`src/rtl/assert_macros.svh`:
```
// ----------------------------------------------------------------------------
// assertion macros shared by the rtl
// ----------------------------------------------------------------------------
`ifndef ASSERT_MACROS_SVH
`define ASSERT_MACROS_SVH

// property must hold at every clock edge outside reset
`define ASSERT_ALWAYS(label, prop, msg) \
	label: assert property (@(posedge clk) disable iff (!arst_n) (prop)) else $error(msg);

// consequent must hold in the cycle after the antecedent
`define ASSERT_NEXT(label, ante, cons, msg) \
	label: assert property (@(posedge clk) disable iff (!arst_n) (ante) |=> (cons)) \
		else $error(msg);

`endif

```
`src/rtl/htsed_pkg.sv`:
```
// ----------------------------------------------------------------------------
// htsed_pkg
// character constants, entity names and helpers for the tag stripper
// ----------------------------------------------------------------------------
package htsed_pkg;

	// special characters of the source text
	localparam logic [7:0] CH_LT   = 8'h3C;
	localparam logic [7:0] CH_GT   = 8'h3E;
	localparam logic [7:0] CH_AMP  = 8'h26;
	localparam logic [7:0] CH_SEMI = 8'h3B;
	localparam logic [7:0] CH_P    = 8'h70;
	localparam logic [7:0] CH_NL   = 8'h0A;
	localparam logic [7:0] CH_APOS = 8'h27;
	localparam logic [7:0] CH_QUOT = 8'h22;

	// entity names, first character in the top byte
	localparam logic [23:0] NAME_AMP  = "amp";
	localparam logic [31:0] NAME_APOS = "apos";
	localparam logic [15:0] NAME_LT   = "lt";
	localparam logic [15:0] NAME_GT   = "gt";
	localparam logic [31:0] NAME_QUOT = "quot";

	// ascii upper case to lower case, everything else unchanged
	function automatic logic [7:0] fold_lower(input logic [7:0] c);
		logic [7:0] r;
		r = c;
		if (c >= 8'h41 && c <= 8'h5A) begin
			r = c + 8'd32;
		end
		return r;
	endfunction

endpackage

```
`src/rtl/htsed_entity_dec.sv`:
```
// ----------------------------------------------------------------------------
// htsed_entity_dec
// case-insensitive lookup of a collected entity name
// ----------------------------------------------------------------------------
module htsed_entity_dec #(
	parameter int ENTITY_CHARS = 4
) (
	input  logic [ENTITY_CHARS-1:0][7:0]       name_buf,
	input  logic [$clog2(ENTITY_CHARS+1)-1:0]  name_len,
	input  logic                               name_ovf,
	output logic [7:0]                         dec_char
);

	localparam int LEN_W = $clog2(ENTITY_CHARS + 1);

	logic [7:0] f0, f1, f2, f3;
	logic       len2, len3, len4;

	// folded first four name bytes
	assign f0 = htsed_pkg::fold_lower(name_buf[0]);
	assign f1 = htsed_pkg::fold_lower(name_buf[1]);
	assign f2 = htsed_pkg::fold_lower(name_buf[2]);
	assign f3 = htsed_pkg::fold_lower(name_buf[3]);

	// length qualifiers, an overflowed name never matches
	assign len2 = !name_ovf && (name_len == LEN_W'(2));
	assign len3 = !name_ovf && (name_len == LEN_W'(3));
	assign len4 = !name_ovf && (name_len == LEN_W'(4));

	// name table, unknown names give ampersand
	always_comb begin
		if (len3 && {f0, f1, f2} == htsed_pkg::NAME_AMP) begin
			dec_char = htsed_pkg::CH_AMP;
		end else if (len4 && {f0, f1, f2, f3} == htsed_pkg::NAME_APOS) begin
			dec_char = htsed_pkg::CH_APOS;
		end else if (len2 && {f0, f1} == htsed_pkg::NAME_LT) begin
			dec_char = htsed_pkg::CH_LT;
		end else if (len2 && {f0, f1} == htsed_pkg::NAME_GT) begin
			dec_char = htsed_pkg::CH_GT;
		end else if (len4 && {f0, f1, f2, f3} == htsed_pkg::NAME_QUOT) begin
			dec_char = htsed_pkg::CH_QUOT;
		end else begin
			dec_char = htsed_pkg::CH_AMP;
		end
	end

endmodule

```
`src/rtl/html_tag_strip_entity_decode_top.sv`:
```
// ----------------------------------------------------------------------------
// html_tag_strip_entity_decode_top
// strips markup tags and decodes named entities, one character per transfer
// ----------------------------------------------------------------------------
//
//  channel | handshake            | payload
//  --------+----------------------+-------------------------------------
//  input   | in_valid / in_stall  | ch, last
//  output  | out_valid / out_stall| out_char, char_valid, end_of_text
//
//  one character per cycle sustained while out_stall is low; an accepted
//  character is held in the input register, and its result is loaded into
//  the result register when the input register advances. the mode machine
//  and the four-byte name compare sit between the two registers. arst_n
//  clears mode state and both valid flags; the name buffer has no reset.
//  in_stall rises only when the result register holds a stalled result and
//  the input register is also full.
`include "assert_macros.svh"

module html_tag_strip_entity_decode_top #(
	parameter int ENTITY_CHARS = 4
) (
	input  logic       clk,
	input  logic       arst_n,
	input  logic       in_valid,
	output logic       in_stall,
	input  logic [7:0] ch,
	input  logic       last,
	output logic       out_valid,
	input  logic       out_stall,
	output logic [7:0] out_char,
	output logic       char_valid,
	output logic       end_of_text
);

	localparam int LEN_W = $clog2(ENTITY_CHARS + 1);
	localparam int IDX_W = $clog2(ENTITY_CHARS);

	typedef enum logic [1:0] {
		MODE_TEXT,
		MODE_TAG_START,
		MODE_IN_TAG,
		MODE_ENTITY
	} mode_t;

	// input register
	logic       valid_s1;
	logic [7:0] ch_s1;
	logic       last_s1;

	// scan state
	mode_t                          mode_q, mode_nxt;
	logic                           seen_any_q;
	logic                           tnf_q, tnf_nxt;
	logic [LEN_W-1:0]               len_q, len_nxt;
	logic                           ovf_q, ovf_nxt;
	logic [ENTITY_CHARS-1:0][7:0]   name_q, name_nxt;

	// result register
	logic       valid_s2;
	logic [7:0] char_s2;
	logic       cval_s2;
	logic       eot_s2;

	logic       out_free;
	logic       advance;
	logic       wr_en;
	logic       emit;
	logic       use_dec;
	logic [7:0] oc;
	logic [7:0] dec_char;
	logic [7:0] res_char;

	// flow control
	assign out_free = !valid_s2 || !out_stall;
	assign advance  = valid_s1 && out_free;
	assign in_stall = valid_s1 && !out_free;

	// input register, loads whenever it is not held
	always_ff @(posedge clk or negedge arst_n) begin
		if (!arst_n) begin
			valid_s1 <= 1'b0;
		end else if (!in_stall) begin
			valid_s1 <= in_valid;
		end
	end

	always_ff @(posedge clk) begin
		if (!in_stall && in_valid) begin
			ch_s1   <= ch;
			last_s1 <= last;
		end
	end

	// mode machine next state and emitted character
	always_comb begin
		mode_nxt = mode_q;
		tnf_nxt  = tnf_q;
		len_nxt  = len_q;
		ovf_nxt  = ovf_q;
		wr_en    = 1'b0;
		emit     = 1'b0;
		use_dec  = 1'b0;
		oc       = ch_s1;
		case (mode_q)
			MODE_TEXT: begin
				if (ch_s1 == htsed_pkg::CH_LT) begin
					tnf_nxt  = seen_any_q;
					mode_nxt = MODE_TAG_START;
				end else if (ch_s1 == htsed_pkg::CH_AMP) begin
					len_nxt  = '0;
					ovf_nxt  = 1'b0;
					mode_nxt = MODE_ENTITY;
					if (last_s1) begin
						emit    = 1'b1;
						use_dec = 1'b1;
					end
				end else begin
					emit = 1'b1;
				end
			end
			MODE_TAG_START: begin
				if (ch_s1 == htsed_pkg::CH_P && tnf_q) begin
					emit = 1'b1;
					oc   = htsed_pkg::CH_NL;
				end
				mode_nxt = (ch_s1 == htsed_pkg::CH_GT) ? MODE_TEXT : MODE_IN_TAG;
			end
			MODE_IN_TAG: begin
				if (ch_s1 == htsed_pkg::CH_GT) begin
					mode_nxt = MODE_TEXT;
				end
			end
			MODE_ENTITY: begin
				if (ch_s1 == htsed_pkg::CH_SEMI) begin
					emit     = 1'b1;
					use_dec  = 1'b1;
					mode_nxt = MODE_TEXT;
				end else begin
					if (len_q < LEN_W'(ENTITY_CHARS)) begin
						wr_en   = 1'b1;
						len_nxt = len_q + LEN_W'(1);
					end else begin
						ovf_nxt = 1'b1;
					end
					if (last_s1) begin
						emit    = 1'b1;
						use_dec = 1'b1;
					end
				end
			end
			default: begin
				mode_nxt = MODE_TEXT;
			end
		endcase
	end

	// name buffer with the current byte merged in
	always_comb begin
		for (int k = 0; k < ENTITY_CHARS; k++) begin
			name_nxt[k] = (wr_en && len_q[IDX_W-1:0] == IDX_W'(k)) ? ch_s1 : name_q[k];
		end
	end

	// entity lookup on the updated name
	htsed_entity_dec #(
		.ENTITY_CHARS (ENTITY_CHARS)
	) u_entity_dec (
		.name_buf (name_nxt),
		.name_len (len_nxt),
		.name_ovf (ovf_nxt),
		.dec_char (dec_char)
	);

	assign res_char = !emit ? 8'h00 : (use_dec ? dec_char : oc);

	// scan state and result register
	always_ff @(posedge clk or negedge arst_n) begin
		if (!arst_n) begin
			mode_q     <= MODE_TEXT;
			seen_any_q <= 1'b0;
			tnf_q      <= 1'b0;
			len_q      <= '0;
			ovf_q      <= 1'b0;
			valid_s2   <= 1'b0;
		end else begin
			if (advance) begin
				if (last_s1) begin
					mode_q     <= MODE_TEXT;
					seen_any_q <= 1'b0;
					tnf_q      <= 1'b0;
					len_q      <= '0;
					ovf_q      <= 1'b0;
				end else begin
					mode_q     <= mode_nxt;
					seen_any_q <= 1'b1;
					tnf_q      <= tnf_nxt;
					len_q      <= len_nxt;
					ovf_q      <= ovf_nxt;
				end
			end
			if (out_free) begin
				valid_s2 <= advance && (emit || last_s1);
			end
		end
	end

	// result payload, held while stalled
	always_ff @(posedge clk) begin
		if (advance) begin
			char_s2 <= res_char;
			cval_s2 <= emit;
			eot_s2  <= last_s1;
		end
	end

	// name byte store
	always_ff @(posedge clk) begin
		if (advance && wr_en) begin
			name_q <= name_nxt;
		end
	end

	assign out_valid   = valid_s2;
	assign out_char    = char_s2;
	assign char_valid  = cval_s2;
	assign end_of_text = eot_s2;

	// checks
	`ASSERT_NEXT(a_end_clears, advance && last_s1,
		mode_q == MODE_TEXT && len_q == '0 && !seen_any_q && !ovf_q,
		"state not cleared after end of text")
	`ASSERT_ALWAYS(a_len_bound, len_q <= LEN_W'(ENTITY_CHARS),
		"entity length beyond buffer")
	`ASSERT_ALWAYS(a_ovf_full, !ovf_q || len_q == LEN_W'(ENTITY_CHARS),
		"overflow flagged with buffer not full")
	`ASSERT_ALWAYS(a_result_reason, !valid_s2 || cval_s2 || eot_s2,
		"empty result without end of text")

endmodule
```
`config.mk`:
```
export PLATFORM = sky130hd
export DESIGN_NAME = html_tag_strip_entity_decode_top
export DESIGN_NICKNAME = d
export VERILOG_FILES = /design/src/rtl/htsed_pkg.sv /design/src/rtl/htsed_entity_dec.sv /design/src/rtl/html_tag_strip_entity_decode_top.sv
export VERILOG_INCLUDE_DIRS = /design/src /design/src/rtl
export SDC_FILE = /design/constraint.sdc
export NUM_CORES = 1
export LEC_CHECK = 0
export BUFFER_PORTS_ARGS = -buffer_cell sky130_fd_sc_hd__clkbuf_2
export CAP_MARGIN = 0
export CORE_ASPECT_RATIO = 1.75
export CORE_MARGIN = 2
export CORE_UTILIZATION = 60
export CTS_CLUSTER_SIZE = 8
export DETAILED_ROUTE_END_ITERATION = 8
export PLACE_DENSITY = 0.84
export SYNTH_ARGS = -nofsm -noshare
export SYNTH_HDL_FRONTEND = slang
export SYNTH_SLANG_ARGS = --single-unit
```
`constraint.sdc`:
```
create_clock -name clk -period 3.8 [get_ports clk]
set_input_delay 0.19 -clock clk [delete_from_list [all_inputs] [get_ports clk]]
set_output_delay 0.19 -clock clk [all_outputs]
set_load 0.005 [all_outputs]
```
* Word-level counts from Yosys, hierarchy flattened *
Cells that the tools add are included.

word-level totals
  register bits = 61
  latch bits = 0
  RAM bits = 0
  bits in read-only memories = 0
  bits of input ports = 13
  output and inout port bits = 12
  word-level logic and storage cells = 138
  memories = 0

cells by class
  add/sub/neg operators = 5
  multiply operators = 0
  div/mod/pow operators = 0
  $lt $le $gt $ge = 9
  equality and inequality tests = 22
  shifts and indexed selects = 0
  muxes and demuxes = 51
  bitwise logic cells = 0
  reductions and logical operators = 35

operators with widths
  operator                                              count
  two-way mux 8 bit                                     15
  == test 32 x 31 -> 1 bit (second input constant)      2
  adder 8 x 6 -> 8 bit (second input constant)          4
  == test 16 x 15 -> 1 bit (second input constant)      2
  == test 8 x 6 -> 1 bit (second input constant)        4
  >= comparator 8 x 7 -> 1 bit (second input constant)  4
  <= comparator 8 x 7 -> 1 bit (second input constant)  4
  == test 24 x 23 -> 1 bit (second input constant)      1
  logical AND 1 bit                                     22
  two-way mux 1 bit                                     19
  two-way mux 3 bit                                     6
  two-way mux 2 bit                                     6
  == test 2 bit (second input constant)                 4
  == test 8 x 7 -> 1 bit (second input constant)        1
  one-hot mux 2 bit (4 select lines)                    1
  == test 3 x 2 -> 1 bit (second input constant)        2
  inequality test 3 bit (second input constant)         2
  one-hot mux 3 bit (2 select lines)                    1
  zero test 1 bit                                       5
  == test 2 x 1 -> 1 bit (second input constant)        2
  zero test 2 bit                                       2
  inequality test 4 bit (second input constant)         1
  one-hot mux 1 bit (2 select lines)                    2
  AND reduction 4 bit                                   1
  7 further kinds                                       9

* Logic depth before layout (Yosys ltp) *
  depth after elaboration = 17
  mapped depth = 15

* Cells and area by module *
From an unflattened synthesis, not the netlist that was laid out.

unflattened totals
  cell total of the unflattened synthesis = 268
  area, all modules = 3370.7 um^2

modules (own cells, without submodules)
  module                            instances  cells each  area each (um^2)  seq. area each (um^2)
  html_tag_strip_entity_decode_top  1          214         3004.1            1781.7
  htsed_entity_dec                  1          54          366.6             0.0

* Worst setup path after synthesis *
No wires, ideal clock.

  path kind = reg-to-reg
  start = reg ch_s1[5]
  end = reg char_s2[0] (netlist: out_char[0]), data pin
  setup time = 0.256 ns
  arrival time = 3.125 ns
  path slack = 0.418 ns
  cell stages (with the launch flop) = 13
  buffers on the path = 2
  period minus slack after synthesis = 3.382 ns
  path through = edfxtp_1 clkbuf_1 nor4bb_1 a21oi_1 nand3_1 buf_1 mux2_2 ha_1 nor3b_1 o21ai_0 o22ai_1 and3_1 a22o_1

RTL lines
  item                    RTL line                                 text
  from (decl)             html_tag_strip_entity_decode_top.sv:48   logic [7:0] ch_s1;
  from (signal assigned)  html_tag_strip_entity_decode_top.sv:90   ch_s1 <= ch;
  to (signal assigned)    html_tag_strip_entity_decode_top.sv:211  char_s2 <= res_char;
  to (decl)               html_tag_strip_entity_decode_top.sv:61   logic [7:0] char_s2;

==> reports/metrics.yaml <==
worstPathCellList: "nand4bb_1 > o2111ai_1 > mux2_2 > ha_1 > o221ai_1 > nand3b_1 > o2111ai_1 > nor4b_2 > nor3b_2 > a21oi_1"
worstSetupStartpoint: "ch_s1[5]"
dr.pass1.iters: 5
layout_setup_ws_ns: 0.122
finalSetupTns_ns: 0
critPathCaptureType: "flop"
grt_pass1_vias: 2935
mostFrequentLayoutCell: "edfxtp_1"
setup_viol: 0
antenna_found_initial: 0
cap_violations: 0
min_from: "ch[0]"
cts.clk_slew.worst_paths_ns: 0.07
synth_top_area_share: 0.426
vias: 2899
clock_latency_ns: 0.34
slew_violations: 0
max_freq_mhz: 272
timing.rr.start: "ch_s1[5]"
critPathRequiredTime_ns: 3.88
relSlewSlack: 0.433
cts_buffers: 9
numPortBuffers: 24
yosys_most_used_dff: "edfxtp_1"
synth_nets: 350
avgRoutedWirePerCell_um: 20.7
cp_max_fo: 10
drc: 0
netlist_instances: 326
globalRouteTotalUtil: 0.312
period_needed_ns: 3.68
p_per_area_nw_per_um2: 537
final_cell_mix: "50 x edfxtp_1, 35 x nand2_1, 28 x mux2_2"
ys_seq_area_frac: 0.496
grt-ovfl-total: 0
drt_wl_total_um: 9200
drt-vias-per-instance: 6.53
hp-class: "in -> reg"
die_h_um: 105
die-area_um2: 6530
grt_pass1_wl_um: 14400
ant_nets: 0
timing.final.hold_violations: 0
synth_edf_count: 50
place_area_um2: 3800
htreeDepth: 3
ys_types: 59
die_x_um: 62.0
critical_path_arrival_ns: 3.76
p_leak_nw: 1.52
diodes: 0
drive_gt1_frac: 0.230
tritoncts: "built"
synth.yosys.warnings: 0
rsz0062_at_grt: "false"
netlist_top_cells_area: "edfxtp_1 43%, mux2_2 8.9%, dfrtp_1 7.1%, ha_1 3.9%, nand2_1 3.7%"
synthArstFlopShare: 0.167
finClkSkew_ns: 0.00663
synth_top_area_cell: "edfxtp_1"
ir_drop_mv: 0.410
dp_hpwl_um: 6620
areaGrowthSynthToFinish_pct: 13.9
nets: 385
ys_ff_latch: 60
cp_common_cell: "o2111ai_1"
core.rowCount: 37
grt_max_degree: 32
slowest_stage: "edfxtp_1"
outcome: "complete, no violations"
clock_sinks: 60
place_ws_ns: 0.172
period_share: 0.968
initial_core_util: 0.610
path_class: "reg -> reg"
clock_tree.root_cell: "clkbuf_8"
gp_congestion: 0.971
cpPeakStageDelay_ns: 0.61
dr.first_iter.drc_count: 166
ctsResizeCount: 0
worst_slew_pin_slew_ns: 0.847
syn-cell-area_um2: 3530
syn_area_per_cell_um2: 10.8
final_area_um2: 4020
io_pins: 25
core_um2: 5790
cts.path.max_buffers: 2
start_kind: "flop"
-- metrics by stage --
stage               hold slack [ns]  total power [mW]  instances  utilization
detailed placement           0.0719              1.54        427        0.657
CTS                         0.00670              2.15        444        0.694
global route                 0.0167              2.24        444        0.694
finish                       0.0196              2.16        444        0.694
floorplan                    -0.106              1.31        326            -
global placement             0.0659              1.52        427        0.657
-- registers in the layout, indices dropped and copies added, names as in the netlist --
| name | flops |
|---|---|
| len_q | 3 |
| valid_s1 | 1 |
| out_valid | 1 |
| seen_any_q | 1 |
| char_valid | 1 |
| mode_q | 2 |
| end_of_text | 1 |
| name_q | 31 |
| ovf_q | 1 |
| last_s1 | 1 |
| out_char | 8 |
| ch_s1 | 8 |
| tnf_q | 1 |
-- cells in the mapped netlist, types with 4 or more instances --
cell      number
edfxtp_1      50
nor4_1         5
nand3_1        6
and3_1         5
a21oi_1       14
o21ai_0       18
dfrtp_1       10
nor2_1        19
ha_1          11
inv_1         13
nand3b_1       6
clkbuf_1      14
nand2b_1      12
mux2_2        28
nand4b_1       5
mux2i_1        4
a31oi_1        4
nor3_1         4
nand2_1       35
-- worst paths after layout --
check,end,slack (ns),cells past startpoint
max,out_char[1],0.12,10
min,ch_s1[0],0.02,1
max reg2reg,out_char[1],0.12,10
min reg2reg,seen_any_q,0.48,1
max in group asynchronous,out_valid,3.32,2
min in group asynchronous,len_q[2],0.26,2
-- worst max-delay path, delay by kind of cell (launching register included) --
family | cells | cell delay (ns)
fa+ha+maj | 1 | 0.30
simple gates | 4 | 1.07
flops | 1 | 0.61
compound gates | 4 | 1.00
mux | 1 | 0.42
-- metal layers --
metal  vias to the layer above  share of wire  GRT usage
met3                        53          0.058     0.0748
met2                       136           0.51      0.481
met1                      1394           0.35      0.346
met4                         0          0.072      0.248
met5                         -              0          0
li1                       1316              -          -
-- kinds of logic after synthesis --
| family | count (synthesis) | synth area share |
|---|---|---|
| AO/OA/AOI/OAI | 70 | 0.133 |
| XOR/XNOR | 1 | 0.00248 |
| adder cells (fa/ha/maj) | 11 | 0.0390 |
| buffers and inverters | 29 | 0.0312 |
| flip-flops | 60 | 0.496 |
| multiplexers | 32 | 0.101 |
| AND/OR/NAND/NOR | 123 | 0.197 |
-- what timing repair did --
| action | CTS | global route |
|---|---|---|
| hold buffers | 1 | 0 |
| buffers inserted | 0 | 0 |
| hold endpoints to repair | 10 | 0 |
-- where the power goes --
group | internal, mW | switching [mW] | total [mW] | leakage [nW]
combinational | 0.246 | 0.382 | 0.628 | 0.824
sequential | 0.843 | 0.0739 | 0.917 | 0.596
clock | 0.366 | 0.247 | 0.613 | 0.101
-- layout make-up --
cell class	count	area (µm²)
Tap cell	78	97.6
Fill cell	449	1770
Inverter	13	48.8
Clock inverter	5	76.3
Timing Repair Buffer	40	243
Sequential cell	60	1750
Multi-Input combinational cell	237	1670
Clock buffer	11	131
Power figures use the tool's default switching activity.
